[src/rtl/core/assert_macros.svh]
// Assertion macros used by the decoder back end.
// No dependencies; define ASSERT_OFF to compile the checks away.
`ifndef ASSERT_MACROS_SVH
`define ASSERT_MACROS_SVH

`ifndef ASSERT_OFF

// Property must hold at every clock edge out of reset.
`define ASSERT_PROP(lbl, clk, rst_n, prop, msg) \
    lbl: assert property (@(posedge clk) disable iff (!rst_n) prop) else $error(msg);

// Expression must never be true out of reset.
`define ASSERT_NEVER(lbl, clk, rst_n, expr, msg) \
    lbl: assert property (@(posedge clk) disable iff (!rst_n) !(expr)) else $error(msg);

`else

`define ASSERT_PROP(lbl, clk, rst_n, prop, msg)
`define ASSERT_NEVER(lbl, clk, rst_n, expr, msg)

`endif

`endif

[src/rtl/core/ehpd_pkg.sv]
// Shared types, constants and helpers for the hex preview decoder.
// No dependencies.
package ehpd_pkg;

    localparam int LINE_BITS_MAX_DEF = 65535;
    localparam int QUEUE_DEPTH_DEF   = 4;
    localparam int BUF_BITS          = 19;
    localparam int CNT_W             = 5;

    localparam logic [7:0] CHAR_PCT = 8'h25;   // '%'
    localparam logic [7:0] CHAR_0   = 8'h30;
    localparam logic [7:0] CHAR_LA  = 8'h61;   // 'a'
    localparam logic [7:0] CHAR_UA  = 8'h41;   // 'A'
    localparam logic [3:0] HEX_TEN  = 4'd10;

    // configuration register indexes
    localparam logic CFG_LINE_BITS  = 1'b0;
    localparam logic CFG_BYTE_LIMIT = 1'b1;

    typedef struct packed {
        logic       ok;
        logic [3:0] val;
    } t_hex;

    typedef struct packed {
        logic full;
        logic empty;
    } t_fifo_stat;

    function automatic t_hex hex_value(input logic [7:0] c);
        t_hex       h;
        logic [7:0] d;
        h = '0;
        d = '0;
        case (c) inside
            [8'h30:8'h39]: begin
                d     = c - CHAR_0;
                h.ok  = 1'b1;
                h.val = d[3:0];
            end
            [8'h61:8'h66]: begin
                d     = c - CHAR_LA;
                h.ok  = 1'b1;
                h.val = d[3:0] + HEX_TEN;
            end
            [8'h41:8'h46]: begin
                d     = c - CHAR_UA;
                h.ok  = 1'b1;
                h.val = d[3:0] + HEX_TEN;
            end
            default: h = '0;
        endcase
        return h;
    endfunction

endpackage

[src/rtl/core/ehpd_front.sv]
// Front end: accepts characters, tracks comment lines, extracts hex digits.
// Depends on ehpd_pkg.
module ehpd_front
    import ehpd_pkg::*;
(
    input  logic       i_clk,
    input  logic       i_rst_n,
    input  logic       i_valid,
    output logic       o_ready,
    input  logic [7:0] i_char,
    input  logic       i_first,
    input  t_fifo_stat i_q_stat,
    output logic       o_push,
    output logic [3:0] o_nib
);

    logic r_skip_line;
    logic n_skip_line;
    logic accept;
    logic skip_now;
    t_hex hex;

    always_comb begin
        o_ready     = !i_q_stat.full;
        accept      = i_valid && o_ready;
        skip_now    = i_first ? (i_char != CHAR_PCT) : r_skip_line;
        hex         = hex_value(i_char);
        o_push      = accept && !skip_now && hex.ok;
        o_nib       = hex.val;
        n_skip_line = accept ? skip_now : r_skip_line;
    end

    always_ff @(posedge i_clk) begin
        if (!i_rst_n) begin
            r_skip_line <= 1'b0;
        end else begin
            r_skip_line <= n_skip_line;
        end
    end

endmodule

[src/rtl/core/ehpd_fifo.sv]
// Small register queue of hex digits between front and back end.
// Depends on ehpd_pkg.
module ehpd_fifo
    import ehpd_pkg::*;
#(
    parameter int WIDTH = 4,
    parameter int DEPTH = QUEUE_DEPTH_DEF
) (
    input  logic             i_clk,
    input  logic             i_rst_n,
    input  logic             i_push,
    input  logic [WIDTH-1:0] i_din,
    input  logic             i_pop,
    output logic [WIDTH-1:0] o_dout,
    output t_fifo_stat       o_stat
);

    localparam int PW = (DEPTH > 1) ? $clog2(DEPTH) : 1;
    localparam int CW = $clog2(DEPTH + 1);
    localparam logic [PW-1:0] PTR_LAST = PW'(DEPTH - 1);
    localparam logic [CW-1:0] CNT_FULL = CW'(DEPTH);

    logic [WIDTH-1:0] r_mem [DEPTH];
    logic [PW-1:0]    r_wp, r_rp;
    logic [CW-1:0]    r_cnt;
    logic [PW-1:0]    n_wp, n_rp;
    logic [CW-1:0]    n_cnt;
    logic             do_push, do_pop;

    always_comb begin
        o_stat.full  = (r_cnt == CNT_FULL);
        o_stat.empty = (r_cnt == '0);
        do_push      = i_push && !o_stat.full;
        do_pop       = i_pop && !o_stat.empty;
        o_dout       = r_mem[r_rp];
        n_wp         = do_push ? ((r_wp == PTR_LAST) ? '0 : r_wp + 1'b1) : r_wp;
        n_rp         = do_pop  ? ((r_rp == PTR_LAST) ? '0 : r_rp + 1'b1) : r_rp;
        n_cnt        = r_cnt;
        if (do_push && !do_pop) begin
            n_cnt = r_cnt + 1'b1;
        end else if (do_pop && !do_push) begin
            n_cnt = r_cnt - 1'b1;
        end
    end

    always_ff @(posedge i_clk) begin
        if (do_push) begin
            r_mem[r_wp] <= i_din;
        end
    end

    always_ff @(posedge i_clk) begin
        if (!i_rst_n) begin
            r_wp  <= '0;
            r_rp  <= '0;
            r_cnt <= '0;
        end else begin
            r_wp  <= n_wp;
            r_rp  <= n_rp;
            r_cnt <= n_cnt;
        end
    end

endmodule

[src/rtl/core/ehpd_back.sv]
// Back end: packs hex digits into bytes, drops scan line pad bits,
// counts bytes against the limit. Depends on ehpd_pkg and assert_macros.svh.
`include "assert_macros.svh"

module ehpd_back
    import ehpd_pkg::*;
#(
    parameter int LINE_BITS_MAX = LINE_BITS_MAX_DEF
) (
    input  logic        i_clk,
    input  logic        i_rst_n,
    input  logic [15:0] i_line_bits,
    input  logic [24:0] i_byte_limit,
    input  logic [3:0]  i_nib,
    input  t_fifo_stat  i_q_stat,
    output logic        o_pop,
    output logic        o_m_tvalid,
    input  logic        i_m_tready,
    output logic [7:0]  o_m_tdata,
    output logic        o_m_tuser
);

    localparam logic [15:0]      LB_MAX    = 16'(LINE_BITS_MAX);
    localparam logic [24:0]      BYTES_SAT = '1;
    localparam logic [CNT_W-1:0] CNT_SAT   = CNT_W'(BUF_BITS);
    localparam logic [CNT_W-1:0] CNT_BYTE  = CNT_W'(8);

    logic [BUF_BITS-1:0] r_bb, n_bb;
    logic [CNT_W-1:0]    r_bc, n_bc;
    logic [13:0]         r_cis, n_cis;
    logic [24:0]         r_bytes, n_bytes;
    logic                r_halted, n_halted;
    logic                r_out_valid, n_out_valid;
    logic [7:0]          r_out_byte, n_out_byte;
    logic                r_out_ovf, n_out_ovf;

    logic [15:0]         lb;
    logic [16:0]         lb_sum;
    logic [14:0]         hex_per;
    logic [2:0]          pad;
    logic [BUF_BITS-1:0] sh, bb1, bb_hi, mask;
    logic [CNT_W-1:0]    cnt4, bc1, bc2;
    logic [14:0]         pos;
    logic                endl, emit, ovf, work;
    logic [24:0]         bytes_new;

    always_comb begin
        lb = (i_line_bits > LB_MAX) ? LB_MAX : i_line_bits;
        if (lb == '0) begin
            lb = 16'd1;
        end
        lb_sum  = {1'b0, lb} + 17'd7;
        hex_per = {lb_sum[16:3], 1'b0};
        pad     = 3'd0 - lb[2:0];

        // a halted block drains the queue without working
        o_pop = !i_q_stat.empty && (r_halted || !r_out_valid || i_m_tready);
        work  = o_pop && !r_halted;

        sh   = {r_bb[BUF_BITS-5:0], i_nib};
        cnt4 = (r_bc > CNT_SAT - 5'd4) ? CNT_SAT : r_bc + 5'd4;
        pos  = {1'b0, r_cis} + 15'd1;
        endl = (pos >= hex_per);

        bb1 = sh;
        bc1 = cnt4;
        if (endl) begin
            if (cnt4 < {2'b00, pad}) begin
                bb1 = '0;
                bc1 = '0;
            end else begin
                bb1 = sh >> pad;
                bc1 = cnt4 - {2'b00, pad};
            end
        end

        emit      = (bc1 >= CNT_BYTE + {2'b00, pad});
        bc2       = bc1 - CNT_BYTE;
        bb_hi     = bb1 >> bc2;
        mask      = (BUF_BITS'(1) << bc2) - BUF_BITS'(1);
        bytes_new = (r_bytes == BYTES_SAT) ? r_bytes : r_bytes + 25'd1;
        ovf       = (bytes_new >= i_byte_limit);

        n_bb        = r_bb;
        n_bc        = r_bc;
        n_cis       = r_cis;
        n_bytes     = r_bytes;
        n_halted    = r_halted;
        n_out_valid = r_out_valid && !i_m_tready;
        n_out_byte  = r_out_byte;
        n_out_ovf   = r_out_ovf;

        if (work) begin
            n_cis = endl ? '0 : pos[13:0];
            if (emit) begin
                n_bb        = bb1 & mask;
                n_bc        = bc2;
                n_bytes     = bytes_new;
                n_halted    = ovf;
                n_out_valid = 1'b1;
                n_out_byte  = bb_hi[7:0];
                n_out_ovf   = ovf;
            end else begin
                n_bb = bb1;
                n_bc = bc1;
            end
        end

        o_m_tvalid = r_out_valid;
        o_m_tdata  = r_out_byte;
        o_m_tuser  = r_out_ovf;
    end

    always_ff @(posedge i_clk) begin
        if (!i_rst_n) begin
            r_bb        <= '0;
            r_bc        <= '0;
            r_cis       <= '0;
            r_bytes     <= '0;
            r_halted    <= 1'b0;
            r_out_valid <= 1'b0;
        end else begin
            r_bb        <= n_bb;
            r_bc        <= n_bc;
            r_cis       <= n_cis;
            r_bytes     <= n_bytes;
            r_halted    <= n_halted;
            r_out_valid <= n_out_valid;
        end
    end

    always_ff @(posedge i_clk) begin
        r_out_byte <= n_out_byte;
        r_out_ovf  <= n_out_ovf;
    end

    `ASSERT_NEVER(a_cnt_range, i_clk, i_rst_n, r_bc > CNT_SAT, "bit count past buffer width")
    `ASSERT_PROP(a_ovf_halts, i_clk, i_rst_n,
                 r_out_valid && r_out_ovf |-> r_halted, "overflow byte without halt")
    `ASSERT_PROP(a_quiet_halt, i_clk, i_rst_n,
                 r_halted && !r_out_valid |=> !r_out_valid, "byte after halt")
    `ASSERT_PROP(a_pop_nonempty, i_clk, i_rst_n, o_pop |-> !i_q_stat.empty, "pop from empty queue")

endmodule

[src/rtl/core/epsi_hex_preview_decoder.sv]
// Hex preview decoder top: config registers, front end, digit queue, back end.
// A byte is valid on the master side in the cycle after its last digit leaves the queue.
// Throughput: one character per cycle while the digit queue is not full.
// Back-pressure on the master side fills the digit queue, then drops tready on the slave side.
// Reset (synchronous, active low) empties the queue, clears all decode state and
// loads line_bits = 8, byte_limit = 1; no clearing pass is needed.
module epsi_hex_preview_decoder
    import ehpd_pkg::*;
#(
    parameter int LINE_BITS_MAX = LINE_BITS_MAX_DEF,
    parameter int QUEUE_DEPTH   = QUEUE_DEPTH_DEF
) (
    input  logic        i_clk,
    input  logic        i_rst_n,
    // configuration write port
    input  logic        i_cfg_we,
    input  logic        i_cfg_idx,
    input  logic [24:0] i_cfg_wdata,
    // character stream
    input  logic        i_s_axis_tvalid,
    output logic        o_s_axis_tready,
    input  logic [7:0]  i_s_axis_tdata,   // [7:0] char_code
    input  logic        i_s_axis_tuser,   // [0] first_of_line
    // byte stream
    output logic        o_m_axis_tvalid,
    input  logic        i_m_axis_tready,
    output logic [7:0]  o_m_axis_tdata,   // [7:0] out_byte
    output logic        o_m_axis_tuser    // [0] overflow
);

    logic [15:0] r_line_bits, n_line_bits;
    logic [24:0] r_byte_limit, n_byte_limit;
    logic        push, pop;
    logic [3:0]  push_nib, head_nib;
    t_fifo_stat  q_stat;

    always_comb begin
        n_line_bits  = r_line_bits;
        n_byte_limit = r_byte_limit;
        if (i_cfg_we) begin
            case (i_cfg_idx)
                CFG_LINE_BITS:  n_line_bits  = i_cfg_wdata[15:0];
                CFG_BYTE_LIMIT: n_byte_limit = i_cfg_wdata;
                default: ;
            endcase
        end
    end

    always_ff @(posedge i_clk) begin
        if (!i_rst_n) begin
            r_line_bits  <= 16'd8;
            r_byte_limit <= 25'd1;
        end else begin
            r_line_bits  <= n_line_bits;
            r_byte_limit <= n_byte_limit;
        end
    end

    ehpd_front u_front (
        .i_clk    (i_clk),
        .i_rst_n  (i_rst_n),
        .i_valid  (i_s_axis_tvalid),
        .o_ready  (o_s_axis_tready),
        .i_char   (i_s_axis_tdata),
        .i_first  (i_s_axis_tuser),
        .i_q_stat (q_stat),
        .o_push   (push),
        .o_nib    (push_nib)
    );

    ehpd_fifo #(
        .WIDTH (4),
        .DEPTH (QUEUE_DEPTH)
    ) u_fifo (
        .i_clk   (i_clk),
        .i_rst_n (i_rst_n),
        .i_push  (push),
        .i_din   (push_nib),
        .i_pop   (pop),
        .o_dout  (head_nib),
        .o_stat  (q_stat)
    );

    ehpd_back #(
        .LINE_BITS_MAX (LINE_BITS_MAX)
    ) u_back (
        .i_clk        (i_clk),
        .i_rst_n      (i_rst_n),
        .i_line_bits  (r_line_bits),
        .i_byte_limit (r_byte_limit),
        .i_nib        (head_nib),
        .i_q_stat     (q_stat),
        .o_pop        (pop),
        .o_m_tvalid   (o_m_axis_tvalid),
        .i_m_tready   (i_m_axis_tready),
        .o_m_tdata    (o_m_axis_tdata),
        .o_m_tuser    (o_m_axis_tuser)
    );

endmodule
[config.mk]
export PLATFORM = sky130hd
export DESIGN_NAME = epsi_hex_preview_decoder
export DESIGN_NICKNAME = d
export VERILOG_FILES = /design/src/rtl/core/ehpd_pkg.sv /design/src/rtl/core/ehpd_front.sv /design/src/rtl/core/ehpd_fifo.sv /design/src/rtl/core/ehpd_back.sv /design/src/rtl/core/epsi_hex_preview_decoder.sv
export VERILOG_INCLUDE_DIRS = /design/src /design/src/rtl/core
export SDC_FILE = /design/constraint.sdc
export NUM_CORES = 1
export LEC_CHECK = 0
export ABC_AREA = 1
export BUFFER_PORTS_ARGS = -buffer_cell sky130_fd_sc_hd__buf_2
export CAP_MARGIN = 20
export CORE_MARGIN = 1.5
export CORE_UTILIZATION = 55
export CTS_BUF_LIST = sky130_fd_sc_hd__clkbuf_8 sky130_fd_sc_hd__clkbuf_16
export DETAILED_ROUTE_END_ITERATION = 8
export HOLD_SLACK_MARGIN = 0.1
export PLACE_DENSITY = 0.78
export SYNTH_ARGS = -nofsm -noshare
export SYNTH_HDL_FRONTEND = slang
export SYNTH_HIERARCHICAL = 1
export SYNTH_SLANG_ARGS = --single-unit
[constraint.sdc]
create_clock -name i_clk -period 5 [get_ports i_clk]
set_input_delay 0 -clock i_clk [delete_from_list [all_inputs] [get_ports i_clk]]
set_output_delay 0 -clock i_clk [all_outputs]
set_load 0.02 [all_outputs]
==> impl_metrics.env, run 1 <==
export IMPL_synthTopCellsByCount="nand2_1 (359), nand3_1 (191), nor2_1 (191)"
export IMPL_finalNetCount=1757
export IMPL_crit_top_cell="nand2_2"
export IMPL_route_detailed_drc=1
export IMPL_cts_buffers=17
export IMPL_cts_tree="yes"
export IMPL_cp_max_fo=9
export IMPL_overflow=0
export IMPL_cp_start_kind="register"
export IMPL_cp_slowest_cell="dfxtp_1"
export IMPL_ant_nets=0
export IMPL_insertion_delay_ns=0.42
export IMPL_die_w_um=139.5
export IMPL_synth_edf_count=25
export IMPL_port_buffers=50
export IMPL_globalplace_congestion=0.9597
export IMPL_yosys_most_used_dff="dfxtp_1"
export IMPL_post_synth_top_count_cell="nand2_1"
export IMPL_crit_arrival_ns=5.35
export IMPL_hold_viol=0
export IMPL_syn_num_nets=1645
export IMPL_ios=51
export IMPL_violations="DRC, setup timing"
export IMPL_leakage_nw=5.752
export IMPL_grt_usage=0.2876
export IMPL_cp_end_kind="register"
export IMPL_setup_worst_path_class="reg2reg"
export IMPL_worst_slew_pin_slew_ns=0.9750
export IMPL_grt_max_degree=80
export IMPL_slew_violations=0
export IMPL_post_route_period_util=1.008
export IMPL_clkTransAtPathRegs_ns=0.06
export IMPL_h_tree_depth=4
export IMPL_n_fill_cell=1483
export IMPL_synth_cells=1541
export IMPL_total_power_mw=3.425
export IMPL_diodes=0
export IMPL_vias=10820
export IMPL_post_drt_wl_per_cell_um=15.61
export IMPL_synth_top_area_cell="dfxtp_1"
export IMPL_min_delay_path_class="in2reg"
export IMPL_timing_hold_ws_ns=0.1128
export IMPL_synth_top_area_frac=0.2189
export IMPL_die_h_um=139.5
export IMPL_first_global_vias=10050
export IMPL_dieArea_sq_mm=0.01945
export IMPL_slowest_delay_ns=0.33
export IMPL_seq_area_frac_synth=0.2921
export IMPL_utilization=0.6740
export IMPL_routed_wirelength_mm=29.58
export IMPL_synth_area_leaders="dfxtp_1 (22%), nand2_1 (13%), nand3_1 (9.3%), ha_1 (7.6%), edfxtp_1 (7.3%)"
export IMPL_ys_ff_latch=137
export IMPL_netlist_area_sq_mm=0.01024
export IMPL_outcome="finished with violations"
export IMPL_area_growth_pct=18.98
export IMPL_synth_cell_types=59
export IMPL_cts_max_path_buffers=2
export IMPL_drt_first_pass_iters=7
export IMPL_synth_warning_count=6
export IMPL_maxCapViolCount=0
export IMPL_fp_row_count=49
export IMPL_initial_core_util=0.5664
export IMPL_antenna_found_initial=0
export IMPL_relSlewSlack=0.3476
export IMPL_grt_pass1_wl_mm=46.04
export IMPL_multi_input_area_sq_mm=0.006349
export IMPL_setup_violations=15
export IMPL_finalWorstSetupSlack_ns=-0.03809
export IMPL_final_layout_size_suffix_gt1_frac=0.1573
export IMPL_async_flop_share=0
export IMPL_cts_sinks=137
export IMPL_worstPathRequired_ns=5.31
export IMPL_syn_area_per_cell_sq_um=6.648
export IMPL_fmax_mhz=198.5
export IMPL_drt_iter0_markers=1312
export IMPL_power_density_mw_per_mm2=281.0
export IMPL_period_minus_slack_ns=5.038
export IMPL_peakVddDrop_mv=0.2768
export IMPL_cts_root_buf="clkbuf_16"
export IMPL_dp_hpwl_mm=19.63
export IMPL_clock_skew_ns=0.008339
export IMPL_ff_latch_area_sq_mm=0.002997
export IMPL_viasPerCell=5.709
export IMPL_core_area_sq_mm=0.01809
[cell usage in the layout (no fill, tap or decap), types with 4 or more instances in the layout]
master           n
nor3_1          11
xnor2_1         15
a21oi_1         80
inv_1          174
o22ai_1          5
nor2_1         183
nand3_1        187
nor2_2          15
nand3b_1         6
buf_12           5
nand2_1        350
o21ai_1         29
nand2_2         23
inv_2           14
nand4_1         29
nor2_4          14
o21ai_0         44
edfxtp_1        25
dfxtp_1        109
nand3_2          7
ha_4             5
nor4_1           6
buf_4           51
dlygate4sd3_1   35
xor2_1          31
inv_4            4
a31oi_1          7
nand2_4          8
ha_1            56
inv_6            5
clkbuf_16       22
buf_2           50
o21ai_2          8
[sequential cells by signal, indices dropped and copies added (netlist names), 3 cells and up, named ones only]
signal / count
r_byte_limit: 25
r_line_bits: 16
u_back/o_m_tdata: 8
u_back/r_bb: 15
u_back/r_bc: 5
u_back/r_bytes: 25
u_back/r_cis: 14
u_fifo/r_cnt: 3
u_fifo/r_mem: 16
[cell type report]
| type | instances | share of cell area |
|---|---|---|
| Multi-Input combinational cell | 1157 | 0.5208 |
| Sequential cell | 137 | 0.2458 |
| Timing Repair Buffer | 148 | 0.1010 |
| Inverter | 192 | 0.06077 |
| Clock buffer | 18 | 0.03603 |
| Tap cell | 229 | 0.02351 |
| Clock inverter | 14 | 0.01201 |
[metal layers]
| metal | up-vias | part of all wire | GRT usage |
|---|---|---|---|
| li1 | 5260 | - | - |
| met1 | 5000 | 0.41 | 0.3470 |
| met2 | 443 | 0.49 | 0.5001 |
| met3 | 116 | 0.062 | 0.04714 |
| met4 | 0 | 0.040 | 0.1338 |
| met5 | - | 0 | 0 |
[final timing paths]
path                           from                 end  slack, ns  cells after the start
hold / removal    i_s_axis_tdata[0]  u_fifo/r_mem[1][0]       0.11                      4
setup reg to reg     r_line_bits[1]   u_back/r_bytes[8]      -0.04                     38
setup / recovery     r_line_bits[1]   u_back/r_bytes[8]      -0.04                     38
hold reg to reg      u_back/r_bb[8]      u_back/r_bb[8]       0.47                      2
[critical path: cells and delay by family, from the launching register on]
| family | cells | cell delay, ns |
|---|---|---|
| flip-flops | 1 | 0.33 |
| AO/OA/AOI/OAI | 2 | 0.23 |
| buffers and inverters | 5 | 0.62 |
| XOR/XNOR | 1 | 0.13 |
| AND/OR/NAND/NOR | 28 | 3.13 |
| adder cells (fa/ha/maj) | 2 | 0.46 |
[cells by family after synthesis]
kind of cell | after synthesis | synth area share
simple gates | 853 | 0.3777
buf+inv | 247 | 0.1069
xor+xnor | 46 | 0.03933
compound gates | 194 | 0.1043
fa+ha+maj | 64 | 0.07963
flops | 137 | 0.2921
[metrics by stage]
stage	worst slack (ns)	instance area [sq um]	TNS, ns	cells
2_1_floorplan	0.07319	10240	0	1541
3_3_place_gp	0.2059	10700	0	1803
3_5_place_dp	-0.001830	10700	-0.001830	1803
4_1_cts	0.01640	11660	0	1870
5_1_grt	-0.2779	12190	-11.92	1895
6_report	-0.03809	12190	-0.2238	1895
[where the power goes]
part / total, mW / switching [mW] / internal (mW) / leakage [nW]
Sequential: 1.20 / 0.0309 / 1.16 / 1.14
Clock: 1.26 / 0.506 / 0.751 / 0.297
Combinational: 0.972 / 0.626 / 0.346 / 4.31
[what timing repair did]
action	CTS	global route
pin swaps	0	39
gates cloned	0	5
hold buffers	35	0
endpoints found under the hold margin	51	0
setup endpoints to repair	50	61
setup buffers	0	20
gates resized for setup	7	73
(Power assumes the default switching activity.)
==> run 2: changes to the inputs <==
==> constraint.sdc (replaced) <==
create_clock -name i_clk -period 5 [get_ports i_clk]
set_input_delay 0.5 -clock i_clk [delete_from_list [all_inputs] [get_ports i_clk]]
set_output_delay 0.5 -clock i_clk [all_outputs]
set_load 0.02 [all_outputs]
==> run 2 against run 1 <==
Compared with the run above: the run ends with DRC left; sequential power barely moved; maximum frequency rose by 2.6%; hold slack improved by 0.19 ns; wire length fell by 7.0%; sequential cell count did not move; via count fell by 3.7%; largest power group unchanged; power rose by 0.14%; combinational power fell by 2.3%; clock skew fell by 0.0011 ns; worst setup slack improved by 0.13 ns; largest cell class unchanged; critical endpoint is now u_back/o_m_tuser.
==> impl_metrics.env, run 2 (synthesis results as in run 1) <==
export IMPL_cp_slowest_cell="dfxtp_1"
export IMPL_crit_arrival_ns=5.05
export IMPL_final_common_cell="nand2_1"
export IMPL_period_minus_slack_ns=4.911
export IMPL_worstPathRequired_ns=5.14
export IMPL_peakVddDrop_mv=0.2545
export IMPL_grt_util_met1=0.3412
export IMPL_fp_row_count=49
export IMPL_clock_skew_ns=0.007219
export IMPL_overflow=0
export IMPL_initial_core_util=0.5664
export IMPL_diodes=0
export IMPL_slowest_delay_ns=0.31
export IMPL_final_cell_area_sq_mm=0.01180
export IMPL_slew_violations=0
export IMPL_clkTransAtPathRegs_ns=0.06
export IMPL_cp_start_kind="register"
export IMPL_cts_tree="yes"
export IMPL_met3_usage=0.04129
export IMPL_cp_end_kind="register"
export IMPL_port_buffers=50
export IMPL_die_h_um=139.5
export IMPL_worst_slew_pin_slew_ns=0.9118
export IMPL_die_w_um=139.5
export IMPL_cts_root_buf="clkbuf_16"
export IMPL_layout_common_cells="nand2_1 (353), nand3_1 (187), nor2_1 (186)"
export IMPL_power_density_mw_per_mm2=290.6
export IMPL_cts_hold_buf=0
export IMPL_outcome="finished with violations"
export IMPL_ios=51
export IMPL_drt_first_pass_iters=8
export IMPL_final_layout_size_suffix_gt1_frac=0.1500
export IMPL_grt_usage=0.2752
export IMPL_hold_viol=0
export IMPL_tns_ns=0
export IMPL_h_tree_depth=4
export IMPL_maxCapViolCount=0
export IMPL_drt_iter0_markers=1363
export IMPL_grt_pass1_wl_mm=43.88
export IMPL_post_route_period_util=0.9823
export IMPL_area_growth_pct=15.18
export IMPL_finalNetCount=1719
export IMPL_routed_wirelength_mm=27.50
export IMPL_dp_hpwl_mm=19.48
export IMPL_insertion_delay_ns=0.42
export IMPL_violations="DRC"
export IMPL_post_drt_wl_per_cell_um=14.82
export IMPL_dieArea_sq_mm=0.01945
export IMPL_leakage_nw=5.593
export IMPL_top_usage_layer="met2"
export IMPL_cp_top_family="simple AND/OR/NAND/NOR gates"
export IMPL_relSlewSlack=0.3899
export IMPL_setup_violations=0
export IMPL_vias=10420
export IMPL_core_area_sq_mm=0.01809
export IMPL_first_global_vias=9566
export IMPL_fmax_mhz=203.6
export IMPL_reg_top3="r_byte_limit x25, u_back/r_bytes x25"
export IMPL_viasPerCell=5.613
export IMPL_antenna_found_initial=0
export IMPL_ant_nets=0
export IMPL_cts_sinks=137
export IMPL_crit_buf_inv=6
export IMPL_cp_max_fo=9
export IMPL_dpl_instance_area_sq_mm=0.01070
export IMPL_cts_max_path_buffers=2
export IMPL_min_delay_path_class="in2reg"
export IMPL_cts_buffers=17
export IMPL_grtUsageMet2=0.4763
export IMPL_globalplace_congestion=0.9590
export IMPL_route_detailed_drc=1
export IMPL_setup_worst_path_class="reg2reg"
export IMPL_grt_max_degree=80
## run 2: through the flow
step	hold slack, ns	utilization	setup slack (ns)	total power [mW]	instances
2_1_floorplan	0.4453	-	0.07319	1.850	1541
3_3_place_gp	0.4534	0.5916	0.2035	2.029	1803
3_5_place_dp	0.4622	0.5916	-0.02573	2.045	1803
4_1_cts	0.2898	0.6257	0.004692	3.338	1835
5_1_grt	0.2988	0.6524	-0.1697	3.602	1856
6_report	0.3001	0.6524	0.08866	3.430	1856
## run 2: path summary, 6_finish.rpt
path | from | to | slack, ns | cells past startpoint
setup reg to reg | r_line_bits[15] | u_back/o_m_tuser | 0.09 | 34
hold reg to reg | u_back/r_bb[8] | u_back/r_bb[8] | 0.46 | 2
setup / recovery | r_line_bits[15] | u_back/o_m_tuser | 0.09 | 34
hold / removal | i_cfg_wdata[0] | r_byte_limit[0] | 0.30 | 3
## run 2: final cells by class
class	count	area, sq um
Fill cell	1573	6286
Multi-Input combinational cell	1158	6317
Sequential cell	137	2993
Clock buffer	17	425.4
Inverter	192	739.5
Tap cell	229	286.5
Clock inverter	14	173.9
Timing Repair Buffer	109	864.6
## run 2: worst reg2reg max path: cells and delay by family (launching register included)
kind                       cells  cell delay [ns]
and+or+nand+nor               21             2.45
buffers and inverters          6             0.68
adders and majority gates      3             0.65
AOI/OAI and AO/OA              3             0.38
DFF                            1             0.31
xor gates and xnor gates       1             0.15
## run 2: where the power goes
group / switching (mW) / internal [mW] / leakage, nW / total [mW]
Combinational: 0.613 / 0.337 / 4.16 / 0.950
Clock: 0.502 / 0.784 / 0.290 / 1.29
Sequential: 0.0297 / 1.16 / 1.14 / 1.19
Total: 1.14 / 2.29 / 5.59 / 3.43
## run 2: per-layer routing
metal | wire [um] | part of all wire | vias to the layer above
met5 | 0 | 0 | -
met4 | 930 | 0.034 | 0
met3 | 1788 | 0.065 | 97
met2 | 13260 | 0.48 | 448
met1 | 11530 | 0.42 | 4696
li1 | - | - | 5177
## run 2: what timing repair did
action / CTS / global route
setup endpoints to repair: 46 / 61
resized for setup: 4 / 54
setup buffers: 1 / 14
gates cloned: 0 / 7
pin swaps: 1 / 24
hold endpoints to repair: 0 / 0
